`src/ospd_pkg.sv`:
```
// shared types, constants and helpers of the sweep pulse disambiguator
package ospd_pkg;

    localparam int unsigned SENSOR_COUNT_DEF = 32;
    localparam int unsigned STORE_DEPTH      = 32;
    localparam int unsigned IDX_W            = 5;

    // register indexes
    localparam logic [2:0] REG_SYNC_MIN   = 3'd0;
    localparam logic [2:0] REG_MAX_VALID  = 3'd1;
    localparam logic [2:0] REG_SAME_GAP   = 3'd2;
    localparam logic [2:0] REG_SECOND_GAP = 3'd3;
    localparam logic [2:0] REG_CYCLE_GAP  = 3'd4;
    localparam logic [2:0] REG_WIN_LOW    = 3'd5;
    localparam logic [2:0] REG_WIN_HIGH   = 3'd6;

    localparam logic [15:0] SYNC_MIN_RST   = 16'd2500;
    localparam logic [15:0] MAX_VALID_RST  = 16'd6750;
    localparam logic [19:0] SAME_GAP_RST   = 20'd2400;
    localparam logic [19:0] SECOND_GAP_RST = 20'd24000;
    localparam logic [19:0] CYCLE_GAP_RST  = 20'd370000;
    localparam logic [19:0] WIN_LOW_RST    = 20'd70000;
    localparam logic [19:0] WIN_HIGH_RST   = 20'd380000;

    localparam logic KIND_HIT  = 1'b0;
    localparam logic KIND_SYNC = 1'b1;

    typedef struct packed {
        logic [7:0]  diode;
        logic [31:0] event_time;
        logic [15:0] pulse_length;
    } in_beat_t;

    typedef struct packed {
        logic        kind;
        logic [4:0]  sensor_index;
        logic [2:0]  code;
        logic [19:0] position;
        logic [31:0] report_time;
        logic [15:0] hit_length;
        logic        station;
        logic        last;
    } out_beat_t;

    // controller to datapath
    typedef struct packed {
        logic load_in;       // capture the input beat
        logic sweep_update;  // apply a sweep hit
        logic scan_start;    // reset scan pointer, begin reading store
        logic scan_step;     // read the next store entry
        logic sync_apply;    // update station state after the flush
        logic stn_start;     // reset station pointer
        logic stn_step;      // consider current station
        logic out_take;      // load the hold register from candidate
        logic out_push;      // move the hold register to the output
        logic mark_last;     // the pushed beat is the final one
    } ospd_cmd_t;

    // datapath to controller
    typedef struct packed {
        logic drop;          // bad sensor or overlong
        logic is_sync;
        logic new_cycle;     // gap above the new cycle bound
        logic cand_valid;    // current scan or station entry is reportable
        logic scan_done;     // pointer is on the last store entry
        logic stn_done;      // pointer is on the last station
    } ospd_sts_t;

    // 3-bit sync code from length thresholds
    function automatic logic [2:0] code_of(input logic [15:0] len);
        logic [2:0] c;
        c = 3'd0;
        if (len >= 16'd3250) c = 3'd1;
        if (len >= 16'd3750) c = 3'd2;
        if (len >= 16'd4250) c = 3'd3;
        if (len >= 16'd4750) c = 3'd4;
        if (len >= 16'd5250) c = 3'd5;
        if (len >= 16'd5750) c = 3'd6;
        if (len >= 16'd6250) c = 3'd7;
        return c;
    endfunction

endpackage

```
`src/ospd_datapath.sv`:
```
// datapath: registers, hit store, station state and output register
module ospd_datapath #(
    parameter int unsigned SENSOR_COUNT = ospd_pkg::SENSOR_COUNT_DEF
) (
    input  logic                clk,
    input  logic                rst_n,
    input  logic                cfg_en,
    input  logic [2:0]          cfg_index,
    input  logic [19:0]         cfg_data,
    input  ospd_pkg::in_beat_t  in_beat,
    input  ospd_pkg::ospd_cmd_t cmd,
    output ospd_pkg::ospd_sts_t sts,
    output ospd_pkg::out_beat_t out_beat
);
    import ospd_pkg::*;

    logic [15:0] sync_min_reg, max_valid_reg;
    logic [19:0] same_gap_reg, second_gap_reg, cycle_gap_reg, win_low_reg, win_high_reg;

    // configuration registers
    always_ff @(posedge clk or negedge rst_n)
    begin
        if (!rst_n)
        begin
            sync_min_reg   <= SYNC_MIN_RST;
            max_valid_reg  <= MAX_VALID_RST;
            same_gap_reg   <= SAME_GAP_RST;
            second_gap_reg <= SECOND_GAP_RST;
            cycle_gap_reg  <= CYCLE_GAP_RST;
            win_low_reg    <= WIN_LOW_RST;
            win_high_reg   <= WIN_HIGH_RST;
        end
        else if (cfg_en)
        begin
            unique case (cfg_index)
                REG_SYNC_MIN:   sync_min_reg   <= cfg_data[15:0];
                REG_MAX_VALID:  max_valid_reg  <= cfg_data[15:0];
                REG_SAME_GAP:   same_gap_reg   <= cfg_data;
                REG_SECOND_GAP: second_gap_reg <= cfg_data;
                REG_CYCLE_GAP:  cycle_gap_reg  <= cfg_data;
                REG_WIN_LOW:    win_low_reg    <= cfg_data;
                REG_WIN_HIGH:   win_high_reg   <= cfg_data;
                default: ;
            endcase
        end
    end

    // captured input beat
    in_beat_t in_reg;
    always_ff @(posedge clk)
    begin
        if (cmd.load_in) in_reg <= in_beat;
    end

    // station state
    logic        valid_reg [STORE_DEPTH];
    logic [31:0] last_sync_reg;
    logic [31:0] stn_time_reg [2];
    logic [15:0] stn_len_reg [2];
    logic [3:0]  stn_code_reg [2];
    logic        cur_stn_reg;
    logic        act_none_reg;
    logic        act_stn_reg;
    logic [31:0] act_time_reg;
    logic [2:0]  act_code_reg;
    logic [IDX_W-1:0] ptr_reg;
    logic        sptr_reg;

    // hit store memory; entry validity is kept in separate valid bits
    logic [15:0] mem_len [STORE_DEPTH];
    logic [31:0] mem_time [STORE_DEPTH];
    logic [15:0] rd_len;
    logic [31:0] rd_time;
    logic        rd_valid;
    logic [15:0] cur_len_reg;   // stored length of the captured sensor

    logic [IDX_W-1:0] sid_idx;
    assign sid_idx = in_reg.diode[IDX_W-1:0];

    // decode of the captured pulse
    logic drop, is_sync;
    logic [2:0] in_code;
    logic [31:0] gap;
    logic gap_same, gap_second, gap_cycle;
    assign drop = (in_reg.diode >= 8'(SENSOR_COUNT)) || (in_reg.pulse_length > max_valid_reg);
    assign is_sync = in_reg.pulse_length >= sync_min_reg;
    assign in_code = code_of(in_reg.pulse_length);
    assign gap = in_reg.event_time - last_sync_reg;
    assign gap_same = $signed(gap) < $signed({12'd0, same_gap_reg});
    assign gap_second = $signed(gap) < $signed({12'd0, second_gap_reg});
    assign gap_cycle = $signed(gap) > $signed({12'd0, cycle_gap_reg});

    // active station selection, last eligible wins
    logic sel_none, sel_stn;
    always_comb
    begin
        sel_none = 1'b1;
        sel_stn  = 1'b0;
        if (!stn_code_reg[0][3] && !stn_code_reg[0][2])
        begin
            sel_none = 1'b0;
            sel_stn  = 1'b0;
        end
        if (!stn_code_reg[1][3] && !stn_code_reg[1][2])
        begin
            sel_none = 1'b0;
            sel_stn  = 1'b1;
        end
    end

    // sweep offset of the registered store entry
    logic [31:0] off;
    logic hit_ok;
    assign off = rd_time - act_time_reg + {17'd0, rd_len[15:1]};
    assign hit_ok = rd_valid && !off[31] && (off > {12'd0, win_low_reg})
                    && (off < {12'd0, win_high_reg});

    // station report candidate
    logic stn_ok;
    assign stn_ok = stn_len_reg[sptr_reg] != 16'd0;

    logic stn_mode_reg;

    assign sts.drop       = drop;
    assign sts.is_sync    = is_sync;
    assign sts.new_cycle  = !gap_same && !gap_second && gap_cycle;
    assign sts.cand_valid = stn_mode_reg ? stn_ok : hit_ok;
    assign sts.scan_done  = ptr_reg == IDX_W'(STORE_DEPTH - 1);
    assign sts.stn_done   = sptr_reg;

    // a zero length never beats an empty entry
    logic sweep_wr;
    assign sweep_wr = cmd.sweep_update && !sel_none && (in_reg.pulse_length != 16'd0)
                      && (!valid_reg[sid_idx] || cur_len_reg < in_reg.pulse_length);

    // memory write and registered reads
    always_ff @(posedge clk)
    begin
        if (sweep_wr)
        begin
            mem_len[sid_idx]  <= in_reg.pulse_length;
            mem_time[sid_idx] <= in_reg.event_time;
        end
        if (cmd.load_in) cur_len_reg <= mem_len[in_beat.diode[IDX_W-1:0]];
        if (cmd.scan_step)
        begin
            rd_len  <= mem_len[ptr_reg];
            rd_time <= mem_time[ptr_reg];
        end
    end

    // state updates
    always_ff @(posedge clk or negedge rst_n)
    begin
        if (!rst_n)
        begin
            for (int i = 0; i < STORE_DEPTH; i++) valid_reg[i] <= 1'b0;
            last_sync_reg <= '0;
            for (int s = 0; s < 2; s++)
            begin
                stn_time_reg[s] <= '0;
                stn_len_reg[s]  <= '0;
                stn_code_reg[s] <= '0;
            end
            cur_stn_reg  <= 1'b0;
            act_none_reg <= 1'b0;
            act_stn_reg  <= 1'b0;
            act_time_reg <= '0;
            act_code_reg <= '0;
            ptr_reg      <= '0;
            sptr_reg     <= 1'b0;
            rd_valid     <= 1'b0;
            stn_mode_reg <= 1'b0;
        end
        else
        begin
            if (cmd.sweep_update)
            begin
                act_none_reg <= sel_none;
                act_stn_reg  <= sel_stn;
                act_time_reg <= sel_none ? 32'd0 : stn_time_reg[sel_stn];
                act_code_reg <= sel_none ? 3'd0 : stn_code_reg[sel_stn][2:0];
                if (sweep_wr) valid_reg[sid_idx] <= 1'b1;
            end
            if (cmd.scan_start)
            begin
                ptr_reg      <= '0;
                stn_mode_reg <= 1'b0;
            end
            else if (cmd.scan_step)
            begin
                // valid of the entry read alongside the memory
                ptr_reg  <= ptr_reg + 1'b1;
                rd_valid <= valid_reg[ptr_reg];
            end
            if (cmd.sync_apply)
            begin
                for (int i = 0; i < STORE_DEPTH; i++) valid_reg[i] <= 1'b0;
                if (gap_same)
                begin
                    last_sync_reg <= in_reg.event_time;
                    if (in_reg.pulse_length > stn_len_reg[cur_stn_reg])
                    begin
                        stn_len_reg[cur_stn_reg]  <= in_reg.pulse_length;
                        stn_time_reg[cur_stn_reg] <= in_reg.event_time;
                        stn_code_reg[cur_stn_reg] <= {1'b0, in_code};
                    end
                end
                else if (gap_second)
                begin
                    last_sync_reg   <= in_reg.event_time;
                    cur_stn_reg     <= 1'b1;
                    stn_time_reg[1] <= in_reg.event_time;
                    stn_len_reg[1]  <= in_reg.pulse_length;
                    stn_code_reg[1] <= {1'b0, in_code};
                end
                else if (gap_cycle)
                begin
                    stn_time_reg[1] <= '0;
                    stn_len_reg[1]  <= '0;
                    stn_code_reg[1] <= 4'hF;
                    act_none_reg    <= 1'b1;
                    act_stn_reg     <= 1'b0;
                    act_time_reg    <= '0;
                    act_code_reg    <= '0;
                    last_sync_reg   <= in_reg.event_time;
                    cur_stn_reg     <= 1'b0;
                    stn_time_reg[0] <= in_reg.event_time;
                    stn_len_reg[0]  <= in_reg.pulse_length;
                    stn_code_reg[0] <= {1'b0, in_code};
                end
            end
            if (cmd.stn_start)
            begin
                sptr_reg     <= 1'b0;
                stn_mode_reg <= 1'b1;
            end
            else if (cmd.stn_step)
            begin
                sptr_reg <= 1'b1;
            end
        end
    end

    // hold register for the newest report, output register for the shown beat
    out_beat_t hold_reg;
    logic [4:0] hit_idx;
    assign hit_idx = ptr_reg - 1'b1;
    always_ff @(posedge clk)
    begin
        if (cmd.out_take)
        begin
            if (stn_mode_reg)
            begin
                hold_reg.kind         <= KIND_SYNC;
                hold_reg.sensor_index <= '0;
                hold_reg.code         <= code_of(stn_len_reg[sptr_reg]);
                hold_reg.position     <= {4'd0, stn_len_reg[sptr_reg]};
                hold_reg.report_time  <= stn_time_reg[sptr_reg];
                hold_reg.hit_length   <= '0;
                hold_reg.station      <= sptr_reg;
            end
            else
            begin
                hold_reg.kind         <= KIND_HIT;
                hold_reg.sensor_index <= hit_idx;
                hold_reg.code         <= act_code_reg;
                hold_reg.position     <= off[19:0];
                hold_reg.report_time  <= rd_time;
                hold_reg.hit_length   <= rd_len;
                hold_reg.station      <= act_none_reg ? 1'b1 : act_stn_reg;
            end
            hold_reg.last <= 1'b0;
        end
        if (cmd.out_push)
        begin
            out_beat <= {hold_reg[$bits(out_beat_t)-1:1], cmd.mark_last};
        end
    end

endmodule

```
`src/ospd_ctrl.sv`:
```
// controller: sequences decode, store flush, station reports and output
module ospd_ctrl (
    input  logic                clk,
    input  logic                rst_n,
    input  logic                in_valid,
    output logic                in_stall,
    output logic                out_valid,
    input  logic                out_stall,
    input  ospd_pkg::ospd_sts_t sts,
    output ospd_pkg::ospd_cmd_t cmd
);
    import ospd_pkg::*;

    localparam logic [2:0] S_IDLE   = 3'd0;
    localparam logic [2:0] S_DECODE = 3'd1;
    localparam logic [2:0] S_PRIME  = 3'd2;
    localparam logic [2:0] S_SCAN   = 3'd3;
    localparam logic [2:0] S_APPLY  = 3'd4;
    localparam logic [2:0] S_STN    = 3'd5;
    localparam logic [2:0] S_FINISH = 3'd6;

    logic [2:0] state_reg, state_next;
    logic       held_reg, held_next;       // hold register has a beat not yet shown
    logic       ovalid_reg, ovalid_next;
    logic       cycle_reg, cycle_next;     // this sync starts a new cycle
    logic       scan_end_reg, scan_end_next;

    logic out_free;
    assign out_free = !ovalid_reg || !out_stall;

    assign in_stall  = state_reg != S_IDLE;
    assign out_valid = ovalid_reg;

    always_comb
    begin
        state_next    = state_reg;
        held_next     = held_reg;
        ovalid_next   = ovalid_reg && out_stall;
        cycle_next    = cycle_reg;
        scan_end_next = scan_end_reg;
        cmd           = '0;
        unique case (state_reg)
            S_IDLE:
            begin
                if (in_valid)
                begin
                    cmd.load_in = 1'b1;
                    state_next  = S_DECODE;
                end
            end
            S_DECODE:
            begin
                if (sts.drop)
                begin
                    state_next = S_IDLE;
                end
                else if (!sts.is_sync)
                begin
                    cmd.sweep_update = 1'b1;
                    state_next       = S_IDLE;
                end
                else
                begin
                    cmd.scan_start = 1'b1;
                    cycle_next     = sts.new_cycle;
                    held_next      = 1'b0;
                    scan_end_next  = 1'b0;
                    state_next     = S_PRIME;
                end
            end
            S_PRIME:
            begin
                // first read of the store lands next cycle
                cmd.scan_step = 1'b1;
                state_next    = S_SCAN;
            end
            S_SCAN:
            begin
                // registered entry is ptr-1; a found hit waits for a free output while a report is held
                if (!sts.cand_valid || (!held_reg || out_free))
                begin
                    if (sts.cand_valid)
                    begin
                        if (held_reg)
                        begin
                            ovalid_next  = 1'b1;
                            cmd.out_push = 1'b1;
                        end
                        cmd.out_take = 1'b1;
                        held_next    = 1'b1;
                    end
                    if (scan_end_reg)
                    begin
                        state_next = S_APPLY;
                    end
                    else
                    begin
                        // the read of the last entry wraps the pointer
                        if (sts.scan_done) scan_end_next = 1'b1;
                        cmd.scan_step = 1'b1;
                    end
                end
            end
            S_APPLY:
            begin
                cmd.stn_start = cycle_reg;
                if (!cycle_reg || !held_reg || out_free)
                begin
                    if (!cycle_reg) state_next = S_FINISH;
                    else state_next = S_STN;
                end
                else
                begin
                    cmd.stn_start = 1'b0;
                end
                if (state_next != S_APPLY) cmd.sync_apply = !cycle_reg;
            end
            S_STN:
            begin
                if (!sts.cand_valid || !held_reg || out_free)
                begin
                    if (sts.cand_valid)
                    begin
                        if (held_reg)
                        begin
                            ovalid_next  = 1'b1;
                            cmd.out_push = 1'b1;
                        end
                        cmd.out_take = 1'b1;
                        held_next    = 1'b1;
                    end
                    if (sts.stn_done)
                    begin
                        cmd.sync_apply = 1'b1;
                        state_next     = S_FINISH;
                    end
                    else
                    begin
                        cmd.stn_step = 1'b1;
                    end
                end
            end
            S_FINISH:
            begin
                if (!held_reg)
                begin
                    state_next = S_IDLE;
                end
                else if (out_free)
                begin
                    cmd.out_push  = 1'b1;
                    cmd.mark_last = 1'b1;
                    ovalid_next   = 1'b1;
                    held_next     = 1'b0;
                    state_next    = S_IDLE;
                end
            end
            default:
            begin
                state_next = S_IDLE;
            end
        endcase
    end

    always_ff @(posedge clk or negedge rst_n)
    begin
        if (!rst_n)
        begin
            state_reg    <= S_IDLE;
            held_reg     <= 1'b0;
            ovalid_reg   <= 1'b0;
            cycle_reg    <= 1'b0;
            scan_end_reg <= 1'b0;
        end
        else
        begin
            state_reg    <= state_next;
            held_reg     <= held_next;
            ovalid_reg   <= ovalid_next;
            cycle_reg    <= cycle_next;
            scan_end_reg <= scan_end_next;
        end
    end

endmodule

```
`src/optical_sweep_pulse_disambiguator.sv`:
```
// top level of the optical sweep pulse disambiguator
//
//   channel  direction  handshake          payload
//   in       into block in_valid/in_stall  in_beat (sensor, time, length)
//   out      from block out_valid/out_stall out_beat (one report)
//   cfg      into block cfg_en             cfg_index, cfg_data
//
// a sweep pulse or dropped pulse is decoded and the block returns to idle; a sync
// also scans the 32-entry store, one memory read per cycle while no waiting report
// is stalled, and on a new cycle also reports the two station slots
// reset clears the hit store valid bits at once; no clearing pass
// the newest report waits in a hold register so the final one can be flagged;
// a stalled output holds the block once a second report is waiting
module optical_sweep_pulse_disambiguator #(
    parameter int unsigned SENSOR_COUNT = ospd_pkg::SENSOR_COUNT_DEF
) (
    input  logic                clk,
    input  logic                rst_n,
    input  logic                in_valid,
    output logic                in_stall,
    input  ospd_pkg::in_beat_t  in_beat,
    output logic                out_valid,
    input  logic                out_stall,
    output ospd_pkg::out_beat_t out_beat,
    input  logic                cfg_en,
    input  logic [2:0]          cfg_index,
    input  logic [19:0]         cfg_data
);
    import ospd_pkg::*;

    ospd_cmd_t cmd;
    ospd_sts_t sts;

    ospd_ctrl u_ctrl (
        .clk       (clk),
        .rst_n     (rst_n),
        .in_valid  (in_valid),
        .in_stall  (in_stall),
        .out_valid (out_valid),
        .out_stall (out_stall),
        .sts       (sts),
        .cmd       (cmd)
    );

    ospd_datapath #(
        .SENSOR_COUNT (SENSOR_COUNT)
    ) u_datapath (
        .clk       (clk),
        .rst_n     (rst_n),
        .cfg_en    (cfg_en),
        .cfg_index (cfg_index),
        .cfg_data  (cfg_data),
        .in_beat   (in_beat),
        .cmd       (cmd),
        .sts       (sts),
        .out_beat  (out_beat)
    );

endmodule

```
`config.mk`:
```
export PLATFORM = sky130hd
export DESIGN_NAME = optical_sweep_pulse_disambiguator
export DESIGN_NICKNAME = d
export VERILOG_FILES = /design/src/ospd_pkg.sv /design/src/ospd_datapath.sv /design/src/ospd_ctrl.sv /design/src/optical_sweep_pulse_disambiguator.sv
export SDC_FILE = /design/constraint.sdc
export NUM_CORES = 2
export LEC_CHECK = 0
export BUFFER_PORTS_ARGS = -buffer_cell sky130_fd_sc_hd__buf_2
export CAP_MARGIN = 20
export CORE_MARGIN = 2
export CORE_UTILIZATION = 60
export CTS_CLUSTER_DIAMETER = 120
export DETAILED_ROUTE_END_ITERATION = 10
export HOLD_SLACK_MARGIN = 0.1
export PLACE_DENSITY = 0.78
export SLEW_MARGIN = 0
export SYNTH_ARGS = -nofsm -noshare
export SYNTH_HDL_FRONTEND = slang
export SYNTH_SLANG_ARGS = --single-unit
export TNS_END_PERCENT = 1
```
`constraint.sdc`:
```
create_clock -name clk -period 14.9 [get_ports clk]
set_clock_uncertainty 0.05 [all_clocks]
set_input_delay 0.745 -clock clk [delete_from_list [all_inputs] [get_ports clk]]
set_output_delay 0.745 -clock clk [all_outputs]
set_load 0.01 [all_outputs]
```
==> qor.yml <==
status: "completed"
netlist_instances: 5347
grt-ovfl-total: 0
p_per_area_nw_per_um2: 205
seq_area_um2: 63300
drt_first_iter_violations: 8109
stdcell_count: 7897
synth_flop_cell: "edfxtp_1"
cp.required_ns: 15.31
clock_latency_ns: 0.88
wl_met1_mm: 95.4
met3_length_mm: 31.6
synth_top_family_by_area: "multiplexers"
port_buffers: 164
clockBufferDepth: 3
hold_buffers: 52
synth_compound_area_share_pct: 5.02
ys_seq_elements: 2165
crit_arrival_ns: 8.50
wire_per_inst_um: 34.6
syn_area_um2: 95100
dp.final_hpwl_mm: 152
cts_buffers: 210
gp_congestion: 0.905
ys_seq_area_share_pct: 66.6
grt_pass1_wl_mm: 393
die_x_um: 402
drive_above_1_share_pct: 27.7
syn_area_per_cell_um2: 17.8
yosys.area.top_type_share_pct: 57.2
routed-wl-met2_mm: 132
slew_headroom_pct: 19.6
yosysWarnings: 0
synth_edf_count: 1813
core_um2: 158000
nFillCells: 9821
dr_total_vias: 55157
multi_input_area_um2: 29900
period_needed_ns: 8.10
async_reset_ff_share_pct: 16.3
reg.largest.list: "u_datapath.mem_time: 1024 flops, u_datapath.mem_len: 512 flops, u_datapath.out_beat: 79 flops"
cts_setup_buffers: 0
finalHoldViolCount: 0
synth_top_area_cell: "edfxtp_1"
numPlacedInstances: 7451
max_freq_mhz: 124
via_per_inst: 6.98
top_layer: "met5"
cp_max_fo: 65
cts_tree: "yes"
ys_types: 87
io_pins: 165
cap_violations: 0
fin_setup_tns_ns: 0
syn-num-nets: 5689
clock_tree.root_cell: "clkbuf_16"
synthMuxAreaShare_pct: 18.7
nNetsFinal: 5987
cp-start-kind: "flip-flop"
crit_type: "flip-flop to flip-flop"
dieHeight_um: 402
ys_top_cells_by_area: "edfxtp_1, mux4_2, dfrtp_1"
largest-register: "u_datapath.mem_time"
path_clk_slew_ns: 0.06
cts.repair.resized: 0
rsz0062_at_grt: "no"
drt_pass1_iterations: 6
setup_violations: 0
drt-total-wl_mm: 273
leakage_nw: 37.1
drc: 0
synth_xor_area_share_pct: 0.488
synthSimpleGateAreaFrac_pct: 3.38
ff2ff_setup_slack_ns: 6.80
grt_pass1_vias: 55464
area_growth_pct: 11.7
end_kind: "flip-flop"
min_path_type: "primary input to flip-flop"
synth_fa_ha_area_share_pct: 3.52
grt_max_degree: 140
initial_utilization_pct: 60.3
worst_pin_slew_ns: 1.20
antenna_left: 0
rows: 146
largest_register_ffs: 1024
peakVddDrop_v: 0.000151
antenna_found_initial: 24
grt_usage_pct: 34.1
drv_slew: 0
post-route-period-util_pct: 54.3
clock-sinks: 2165
dieArea_um2: 162000
h-tree-depth: 4
[through the flow]
step	setup slack, ns	hold WS (ns)	area (µm²)	utilization, %	power, mW
floorplan	5.24	0.350	95100	-	13.7
global placement	7.18	0.351	98900	62.6	16.0
detailed placement	6.95	0.355	98900	62.6	16.3
CTS	6.83	0.110	106000	67.3	21.7
global route	6.34	0.127	106000	67.3	22.7
finish	6.80	0.159	106000	67.3	21.7
[layout make-up]
cell class,instances,area share [%]
multi-input cells,2629,28.2
flip-flops and latches,2165,59.6
clock inverters,127,1.25
clock buffers,258,5.14
diodes,7,0.0165
repair buffers,360,2.38
well taps,2072,2.44
inverters,279,0.985
[cells by family (layout without fill, tap and decap cells)]
logic type | count (synthesis) | after routing
AOI/OAI and AO/OA | 730 | 730
xor gates and xnor gates | 53 | 53
adders and majority gates | 258 | 258
buffers and inverters | 553 | 1024
DFF | 2165 | 2165
muxes | 913 | 913
other | 0 | 7
and+or+nand+nor | 675 | 675
[power breakdown]
group          total, mW  internal [mW]  switching (mW)
Clock               5.31           2.93            2.37
Sequential          7.81           7.36           0.451
Combinational       8.62           3.60            5.02
[layer usage]
layer	vias up	global-route usage [%]
li1	21993	-
met1	28316	44.6
met2	4046	54.5
met3	788	8.71
met4	14	15.5
met5	-	0
[path summary, 6_finish.rpt]
kind	start	end	cells after the start
setup reg to reg	u_datapath.rd_time[1]$_DFFE_PP_	u_datapath.out_beat[36]$_DFFE_PP_	27
hold reg to reg	u_datapath.hold_reg[12]$_SDFFCE_PP0P_	u_datapath.out_beat[12]$_DFFE_PP_	0
hold / removal	cfg_data[18]	u_datapath.cycle_gap_reg[18]$_DFFE_PN1P_	3
max in group asynchronous	rst_n	u_datapath.ptr_reg[3]$_DFFE_PN0P_	5
min in group asynchronous	rst_n	u_datapath.cycle_gap_reg[17]$_DFFE_PN0P_	2
setup / recovery	u_datapath.rd_time[1]$_DFFE_PP_	u_datapath.out_beat[36]$_DFFE_PP_	27
[cell usage in the layout, fill, tap and decap left out, types with 18 or more instances in the layout]
cell type / count
nor2b_1: 24
bufinv_16: 18
a21o_1: 59
nor2_1: 173
nor3b_1: 36
nor2_4: 34
buf_4: 138
mux2i_1: 69
o21ai_0: 170
mux2_2: 137
mux4_2: 658
clkbuf_16: 210
inv_1: 279
nand4_1: 39
clkinv_2: 44
nor3_1: 23
a211oi_1: 51
xnor2_1: 27
nand3_1: 44
dfstp_2: 46
edfxtp_1: 1813
a21oi_1: 200
a22o_1: 49
nand2_1: 204
dlygate4sd3_1: 52
nand2b_1: 25
o21a_1: 30
o21ba_2: 32
a31oi_1: 21
dfrtp_1: 299
clkinv_1: 39
xor2_1: 26
mux2_4: 49
buf_2: 162
ha_1: 242
clkbuf_1: 45
[critical path: stages, from the launching register on]
cell and delay, ns:
edfxtp_1 0.35, inv_1 0.06, fa_1 0.59, inv_1 0.06, ha_1 0.33, a211oi_1 0.32
o211ai_1 0.21, a21boi_0 0.40, o21ai_0 0.22, inv_1 0.08, o21ai_0 0.14, a21o_1 0.21
a21oi_1 0.17, xnor2_1 0.19, ha_1 0.28, and3_1 0.22, nand2_1 0.09, nor4_1 0.07
and3_1 0.18, a221oi_1 0.31, or3b_2 0.47, a2111oi_0 0.51, nand4_1 0.25, nand2_1 0.39
a21o_1 0.17, nand2_1 0.09, a21oi_4 0.41, buf_4 0.74
[cell usage after synthesis, types with 60 or more instances]
| cell type | instances |
|---|---|
| nand2_1 | 204 |
| mux4_2 | 658 |
| ha_1 | 242 |
| clkbuf_1 | 194 |
| mux2i_1 | 69 |
| edfxtp_1 | 1813 |
| dfrtp_1 | 306 |
| inv_1 | 279 |
| nor2_1 | 207 |
| o21ai_0 | 170 |
| mux2_2 | 137 |
| buf_1 | 60 |
| a21oi_1 | 201 |
Power figures use the tool's default switching activity.
